--- src/rtl/fmp_pkg.sv ---
// package: shared types, constants and index tables of the fundamental matrix block
package fmp_pkg;

	// default element width (signed fixed point)
	localparam int ELEMENT_BITS_DEF = 15;
	// result entry width, fixed by the output word
	localparam int ENTRY_W = 62;
	// element store and minor store depths
	localparam int ELEM_DEPTH  = 24;
	localparam int MINOR_DEPTH = 36;
	localparam int ELEM_AW     = $clog2(ELEM_DEPTH);
	localparam int MINOR_AW    = $clog2(MINOR_DEPTH);

	// input word actions
	localparam logic ACT_LOAD    = 1'b0;
	localparam logic ACT_COMPUTE = 1'b1;

	// one slot of work for the datapath
	typedef struct packed {
		logic                valid;
		logic                term;   // 1: determinant term, 0: minor half
		logic                half;   // minor: second product of the pair
		logic                first;  // term: first of six
		logic                last;   // term: last of six
		logic                neg;    // term: subtract
		logic [ELEM_AW-1:0]  ea0;
		logic [ELEM_AW-1:0]  ea1;
		logic [MINOR_AW-1:0] ma0;
		logic [MINOR_AW-1:0] ma1;
		logic [MINOR_AW-1:0] mw;
		logic [1:0]          row;
		logic [1:0]          col;
	} fmp_cmd_t;

	// element load request
	typedef struct packed {
		logic               en;
		logic [ELEM_AW-1:0] addr;
	} fmp_load_t;

	// datapath status
	typedef struct packed {
		logic busy;      // work still in the pipeline
		logic out_free;  // output register empty
	} fmp_sts_t;

	// cyclic row pair p: rows (p+1) mod 3 and (p+2) mod 3
	function automatic logic [1:0] row_a(input logic [1:0] p);
		logic [1:0] r;
		case (p)
			2'd0: r = 2'd1;
			2'd1: r = 2'd2;
			default: r = 2'd0;
		endcase
		return r;
	endfunction

	function automatic logic [1:0] row_b(input logic [1:0] p);
		logic [1:0] r;
		case (p)
			2'd0: r = 2'd2;
			2'd1: r = 2'd0;
			default: r = 2'd1;
		endcase
		return r;
	endfunction

	// column pairs (0,1) (0,2) (0,3) (1,2) (1,3) (2,3)
	function automatic logic [1:0] col_j(input logic [2:0] cp);
		logic [1:0] c;
		case (cp)
			3'd0, 3'd1, 3'd2: c = 2'd0;
			3'd3, 3'd4: c = 2'd1;
			default: c = 2'd2;
		endcase
		return c;
	endfunction

	function automatic logic [1:0] col_k(input logic [2:0] cp);
		logic [1:0] c;
		case (cp)
			3'd0: c = 2'd1;
			3'd1, 3'd3: c = 2'd2;
			default: c = 2'd3;
		endcase
		return c;
	endfunction

	// element address camera*12 + row*4 + col
	function automatic logic [ELEM_AW-1:0] elem_addr(input logic cam, input logic [1:0] row,
			input logic [1:0] col);
		logic [ELEM_AW-1:0] base;
		base = cam ? ELEM_AW'(12) : '0;
		return base + ELEM_AW'({row, 2'b00}) + ELEM_AW'(col);
	endfunction

	// minor address camera*18 + rowpair*6 + colpair
	function automatic logic [MINOR_AW-1:0] minor_addr(input logic cam, input logic [1:0] rp,
			input logic [2:0] cp);
		logic [MINOR_AW-1:0] base;
		base = cam ? MINOR_AW'(18) : '0;
		return base + MINOR_AW'(rp) * MINOR_AW'(6) + MINOR_AW'(cp);
	endfunction

endpackage

--- src/rtl/fmp_ctrl.sv ---
// controller: sequences loads, minor build and determinant terms
module fmp_ctrl import fmp_pkg::*; (
	input  logic       clk,
	input  logic       arst_n,
	input  logic       in_valid,
	input  logic       in_action,
	input  logic       in_cam,
	input  logic [1:0] in_row,
	input  logic [1:0] in_col,
	output logic       in_ready,
	input  fmp_sts_t   sts,
	output fmp_cmd_t   cmd,
	output fmp_load_t  load
);

	typedef enum logic [4:0] {
		ST_IDLE  = 5'b00001,
		ST_MINOR = 5'b00010,
		ST_MWAIT = 5'b00100,
		ST_TERM  = 5'b01000,
		ST_TWAIT = 5'b10000
	} fmp_state_t;

	fmp_state_t state_q;
	logic       cam_q;
	logic [1:0] rp_q;
	logic [2:0] cp_q;
	logic       half_q;
	logic [1:0] er_q;
	logic [1:0] ec_q;
	logic [2:0] k_q;
	logic       accept;
	logic       can_start;
	logic [1:0] ra, rb, cj, ck;

	assign in_ready  = (state_q == ST_IDLE);
	assign accept    = in_valid && in_ready;
	assign can_start = !sts.busy && sts.out_free;

	// element loads
	assign load.en   = accept && (in_action == ACT_LOAD) && (in_row != 2'd3);
	assign load.addr = elem_addr(in_cam, in_row, in_col);

	// command for this cycle
	assign ra = row_a(rp_q);
	assign rb = row_b(rp_q);
	assign cj = col_j(cp_q);
	assign ck = col_k(cp_q);

	always_comb begin
		cmd       = '0;
		cmd.half  = half_q;
		cmd.first = (k_q == 3'd0);
		cmd.last  = (k_q == 3'd5);
		cmd.neg   = (k_q == 3'd1) || (k_q == 3'd4);
		cmd.row   = er_q;
		cmd.col   = ec_q;
		cmd.mw    = minor_addr(cam_q, rp_q, cp_q);
		cmd.ea0   = elem_addr(cam_q, ra, half_q ? ck : cj);
		cmd.ea1   = elem_addr(cam_q, rb, half_q ? cj : ck);
		cmd.ma0   = minor_addr(1'b0, ec_q, k_q);
		cmd.ma1   = minor_addr(1'b1, er_q, 3'd5 - k_q);
		case (state_q)
			ST_MINOR: begin
				cmd.valid = 1'b1;
				cmd.term  = 1'b0;
			end
			ST_TERM: begin
				cmd.valid = 1'b1;
				cmd.term  = 1'b1;
			end
			default: begin
				cmd.valid = 1'b0;
			end
		endcase
	end

	// state and counters
	always_ff @(posedge clk or negedge arst_n) begin
		if (!arst_n) begin
			state_q <= ST_IDLE;
			cam_q   <= 1'b0;
			rp_q    <= '0;
			cp_q    <= '0;
			half_q  <= 1'b0;
			er_q    <= '0;
			ec_q    <= '0;
			k_q     <= '0;
		end else begin
			case (state_q)
				ST_IDLE: begin
					if (accept && in_action == ACT_COMPUTE) begin
						state_q <= ST_MINOR;
						cam_q   <= 1'b0;
						rp_q    <= '0;
						cp_q    <= '0;
						half_q  <= 1'b0;
					end
				end
				ST_MINOR: begin
					half_q <= !half_q;
					if (half_q) begin
						if (cp_q == 3'd5) begin
							cp_q <= '0;
							if (rp_q == 2'd2) begin
								rp_q <= '0;
								cam_q <= !cam_q;
								if (cam_q) begin
									state_q <= ST_MWAIT;
								end
							end else begin
								rp_q <= rp_q + 2'd1;
							end
						end else begin
							cp_q <= cp_q + 3'd1;
						end
					end
				end
				ST_MWAIT: begin
					if (can_start) begin
						state_q <= ST_TERM;
						er_q    <= '0;
						ec_q    <= '0;
						k_q     <= '0;
					end
				end
				ST_TERM: begin
					if (k_q == 3'd5) begin
						k_q <= '0;
						if (ec_q == 2'd2) begin
							ec_q <= '0;
							er_q <= er_q + 2'd1;
						end else begin
							ec_q <= ec_q + 2'd1;
						end
						state_q <= (er_q == 2'd2 && ec_q == 2'd2) ? ST_IDLE : ST_TWAIT;
					end else begin
						k_q <= k_q + 3'd1;
					end
				end
				ST_TWAIT: begin
					if (can_start) begin
						state_q <= ST_TERM;
					end
				end
				default: begin
					state_q <= ST_IDLE;
				end
			endcase
		end
	end

endmodule

--- config.mk ---
export PLATFORM = sky130hd
export DESIGN_NAME = fmp_ctrl
export DESIGN_NICKNAME = d
export VERILOG_FILES = /design/src/rtl/fmp_pkg.sv /design/src/rtl/fmp_ctrl.sv
export SDC_FILE = /design/constraint.sdc
export NUM_CORES = 1
export LEC_CHECK = 0
export ABC_AREA = 1
export BUFFER_PORTS_ARGS = -buffer_cell sky130_fd_sc_hd__buf_2
export CORE_AREA = 2 2 72 74
export DETAILED_ROUTE_END_ITERATION = 12
export DIE_AREA = 0 0 74 76
export GPL_TIMING_DRIVEN = 0
export PLACE_DENSITY = 0.63
export SLEW_MARGIN = 20
export SYNTH_ARGS = -nofsm -noshare
export SYNTH_HDL_FRONTEND = slang
export SYNTH_SLANG_ARGS = --single-unit
--- constraint.sdc ---
create_clock -name clk -period 2.2 [get_ports clk]
set_input_delay 0 -clock clk [delete_from_list [all_inputs] [get_ports clk]]
set_output_delay 0 -clock clk [all_outputs]
set_load 0.02 [all_outputs]
Yosys cells after proc, flatten, opt, wreduce, memory -nomap -nowiden
Cells that the tools add are included.
{"block": "word_totals", "in_bits": 11, "ff_bits": 19, "wordCells": 129}
{"block": "op_classes", "n_eq_ne": 27, "n_reduce_logical": 28, "mux": 45, "addsub": 17, "multipliers": 3, "n_bitwise": 1}
{"op": "two-way mux 5 bit", "n": 9}
{"op": "case mux 2 bit (2 select lines)", "n": 7}
{"op": "two-way mux 2 bit", "n": 11}
{"op": "case mux 5 bit (4 select lines)", "n": 1}
{"op": "!= test 2 bit (second input constant)", "n": 8}
{"op": "adder 5 x 2 -> 5 bit", "n": 3}
{"op": "two-way mux 3 bit", "n": 5}
{"op": "adder 6 x 3 -> 6 bit", "n": 2}
{"op": "equality test 3 bit (second input constant)", "n": 4}
{"op": "multiplier 2 x 2 -> 4 bit (second input constant)", "n": 3}
{"op": "case mux 3 bit (2 select lines)", "n": 2}
{"op": "adder 4 x 4 -> 5 bit", "n": 2}
{"op": "two-way mux 4 bit", "n": 2}
{"op": "AND reduction 4 bit", "n": 2}
{"op": "OR reduction 2 bit", "n": 4}
{"op": "AND reduction 7 bit", "n": 1}
{"op": "adder 2 x 1 -> 2 bit (second input constant)", "n": 3}
{"op": "adder 3 x 1 -> 3 bit (second input constant)", "n": 2}
{"op": "adder 5 x 3 -> 6 bit", "n": 1}
{"op": "adder 5 x 5 -> 6 bit", "n": 1}
{"op": "adder 5 x 5 -> 6 bit (first input constant)", "n": 1}
{"op": "equality test 2 bit (second input constant)", "n": 3}
{"op": "equality test 3 x 1 -> 1 bit (second input constant)", "n": 2}
{"op": "equality test 3 x 2 -> 1 bit (second input constant)", "n": 2}
{"op": "22 further kinds", "n": 40}

Longest topological paths before layout
{"block": "depth", "ltp_word": 5, "ltp_mapped": 9}

Worst setup path before layout
No wires, ideal clock.
{"block": "synth_path", "path_type": "register -> output", "startpoint": "register er_q[0]", "endpoint": "output port cmd[14] (netlist name)", "n_path_buf": 0, "setup_slack_ns": 0.042, "t_arrival_ns": 2.158, "path_stages_with_launch": 8, "t_required_ns": 2.200, "cell_sequence": "dfrtp_1 -> inv_1 -> ha_1 -> inv_1 -> ha_1 -> ha_1 -> fa_1 -> xnor2_1"}
{"element": "start, declared", "line_no": "fmp_ctrl.sv:29", "text": "logic [1:0] er_q;"}
{"element": "start signal, assigned", "line_no": "fmp_ctrl.sv:132", "text": "er_q <= er_q + 2'd1;"}
{"element": "end, declared", "line_no": "fmp_ctrl.sv:12", "text": "output fmp_cmd_t cmd,"}

==> metrics.md <==
| Metric | Value |
|---|---|
| Worst setup path startpoint | rp_q[0] |
| HP Class | in -> reg |
| Drt pass-1 iters | 5 |
| Synth Warn # | 0 |
| Maxcap violations | 0 |
| # fillers | approximately 480 |
| Post-synthesis adder-cell area fraction | 0.280 |
| Worst setup EP type | output pin |
| Post-synth EDFFs | 0 |
| RR Startpoint | rp_q[0] |
| Simple-gate share of the synthesized area | 0.236 |
| Congestion Overflow GR | 0 |
| Setup-failing EPs final | 0 |
| Outcome | completed |
| CP required | between 2 and 2.5 ns |
| Post-Syn Area | 1890 um2 |
| Crit path largest cell delay | roughly 0.50 ns |
| DP HPWL | between 3 and 4 mm |
| CP Capture Point | cmd[7] |
| Slew @ Worst Pin | 0.430 ns |
| N_diodes | 0 |
| Compound-Gate Fraction of Synth Area | 0.0882 |
| Setup Skew | 0.00476 ns |
| Largest family of logic cells by synthesized area | adder cells |
| Final #Nets | between 300 and 400 |
| Clock latency on the worst-skew pair | roughly 0.26 ns |
| Ys async rst share | 1.00 |
| # H-tree levels | 1 |
| Core Region | 4910 um2 |
| Synth area leader | dfrtp_1 |
| Critical path depth | 8 |
| Worst r2r dst | state_q[0] |
| FF+latch area | 478 um2 |
| Initial DRC count | between 70 and 80 |
| Pins over their slew limit | 0 |
| Reg2reg path depth | 9 |
| Worst setup SP type | register |
| CP cell instances | inv_2, ha_4, ha_1, ha_2, inv_2, fa_2, inv_1, buf_6 |
| Routed WL | approximately 4.2 mm |
| R2r setup slk | roughly 0.63 ns |
| RSZ-0062 raised after global routing | false |
| Multi-input logic area | around 1300 um2 |
| Most frequent cells in the layout | buf_2 (49), nand2_1 (46), inv_1 (34) |
| Largest net degree at the start of global routing | 20 |
| Synth Area in XOR/XNOR | 0.0325 |
| Post-route design area | 2460 um2 |
| Mux share of post-synthesis cell area | 0 |
| Most common cell after layout, fill and taps aside | buf_2 |
| Routability Congestion | ~0.77 |
| DIE WIDTH | 74 um |
| Clk buf depth | 2 |
| Initial core utilization | 0.384 |
| Syn avg cell area | between 8 and 9 um2 |
| Crit-path slowest cell | fa_2 |
| Via count | 1727 |
| Routed Antenna Nets | 0 |
| Vias/cell | 4.65 |
| CTS tree | done |
| Global-route wire length before repair | 6.98 mm |
| Pre-CTS setup slack | about 0.13 ns |
| Cell Rows | 26 |
| Count of state elements after synthesis | 19 |
| Fin worst setup slack | 0.0629 ns |
| Setup tns final | 0 ns |
| Net Count, Synth | 280 |
| Vias in the first global route | 1600 |
| Cells after Synth | 231 |
| Worst-path clk slew | around 0.080 ns |
| CP Max Fanout | 2 |
| Top cell by count, worst path | inv_2 |
| Hold Violations, Final | 0 |
| P_leak | ~1.4 nW |
| CTS buffer count | 3 |
| # DRC | 0 |
| Top cells by area, synth | dfrtp_1 (24%), ha_1 (21%), nand2_1 (9.2%) |
| CTS sink cnt | 19 |
| WP data arrival | approximately 2.1 ns |
| Highest clock rate | 468 MHz |
| Placed cell areas | between 2000 and 2500 um2 |
| Critical path type | reg -> out |
| Root buffer cell | clkbuf_8 |
| Total power | around 3.0 mW |
| Cell family with most CP delay | adder cells |
| P per Cell Area | 1210 nW/um2 |
| Crit share post-route | 0.971 |
| Share of cells above drive strength 1 | 0.369 |
| Routed WL per cell | roughly 11 um |
| Worst Path Buf+Inv | 4 |
| Post-synth top area share | 0.239 |
| GRT Overall Usage | 0.151 |
| Sequential element share of the synthesized area | 0.253 |
| Primary FF master, synth | dfrtp_1 |
| Die ar. | 5620 um2 |
| Ports | 56 |
| Worst slew margin | 0.713 |
| Min Tclk post-route | about 2.1 ns |
| VDD IR max | about 0.8 mV |
| Layout area overhead | 30.4% |
| Buffers added on ports | 53 |
| Chip height | roughly 76 um |
| Initial antenna violation count | 0 |
| Yosys cell types | 28 |
==> worst min path at each step <==
stage	from	depth (start not counted)	slack [ns]	endpoint
after floorplan	arst_n	0	-0.30	cam_q
after global placement	arst_n	1	-0.03	cp_q[0]
after detailed placement	arst_n	1	-0.03	cp_q[0]
after CTS	sts[1]	4	0.03	state_q[3]
after global routing	sts[1]	4	0.04	state_q[3]
final	sts[1]	4	0.02	state_q[3]
==> sequential cells by signal (all words and copies together), names as in the netlist <==
name / flops
cp_q: 3
state_q: 5
rp_q: 2
half_q: 1
er_q: 2
ec_q: 2
k_q: 3
cam_q: 1
==> logic make-up (layout without fill, tap and decap cells) <==
group / after synthesis / after routing
AOI/OAI and AO/OA: 28 / 28
buffers and inverters: 50 / 120
and+or+nand+nor: 89 / 89
DFF: 19 / 19
xor gates and xnor gates: 7 / 7
adders and majority gates: 38 / 38
==> cell type report <==
cell class	instances	share of cell area
Timing Repair Buffer	66	0.156
Buffer	6	0.0173
Clock buffer	3	0.0168
Tap cell	70	0.0356
Sequential cell	19	0.194
Clock inverter	1	0.00203
Inverter	44	0.0677
Multi-Input combinational cell	162	0.511
==> stage by stage <==
| step | instances | hold WS (ns) | utilization |
|---|---|---|---|
| floorplan | 231 | -0.296 | - |
| global placement | 354 | -0.0294 | 0.456 |
| detailed placement | 354 | -0.0325 | 0.456 |
| CTS | 365 | 0.0328 | 0.479 |
| global route | 371 | 0.0448 | 0.501 |
| finish | 371 | 0.0202 | 0.501 |
==> report_power, final <==
group	internal, mW	switching, mW
combinational	0.869	1.32
sequential	0.433	0.0970
clock	0.126	0.130
total	1.43	1.55
==> Yosys cell counts, drive strengths merged, types with 3 or more instances <==
library cell and instances:
nand2 47, buf 5, a21oi 3, nand3 16, xor2 3, fa 7, dfrtp 18, nor2 13
nand4 12, xnor2 4, ha 31, inv 43, o21ai 21
==> metal layers <==
metal / GRT usage / vias up / part of all wire / wire [um]
met4: 0.0382 / 0 / 0.012 / 49
met1: 0.200 / 797 / 0.45 / 1880
met2: 0.263 / 42 / 0.50 / 2060
met5: 0 / - / 0 / 0
met3: 0.00926 / 5 / 0.039 / 162
li1: - / 883 / - / -
==> timing repair <==
action,CTS,global route
setup endpoints to repair,4,4
hold buffers,1,0
buffers inserted,6,6
pin swaps,0,3
resized for setup,11,12
hold endpoints to repair,18,0
==> worst register-to-register path: stages, from the launching register on <==
cell,delay [ns]
dfrtp_1,0.40
inv_2,0.09
buf_6,0.11
ha_1,0.20
nand4_1,0.16
nand2_1,0.14
nand2_1,0.07
nor2_2,0.14
nand2_1,0.08
o21ai_2,0.11
No activity file was read; power rests on OpenSTA's default activity.
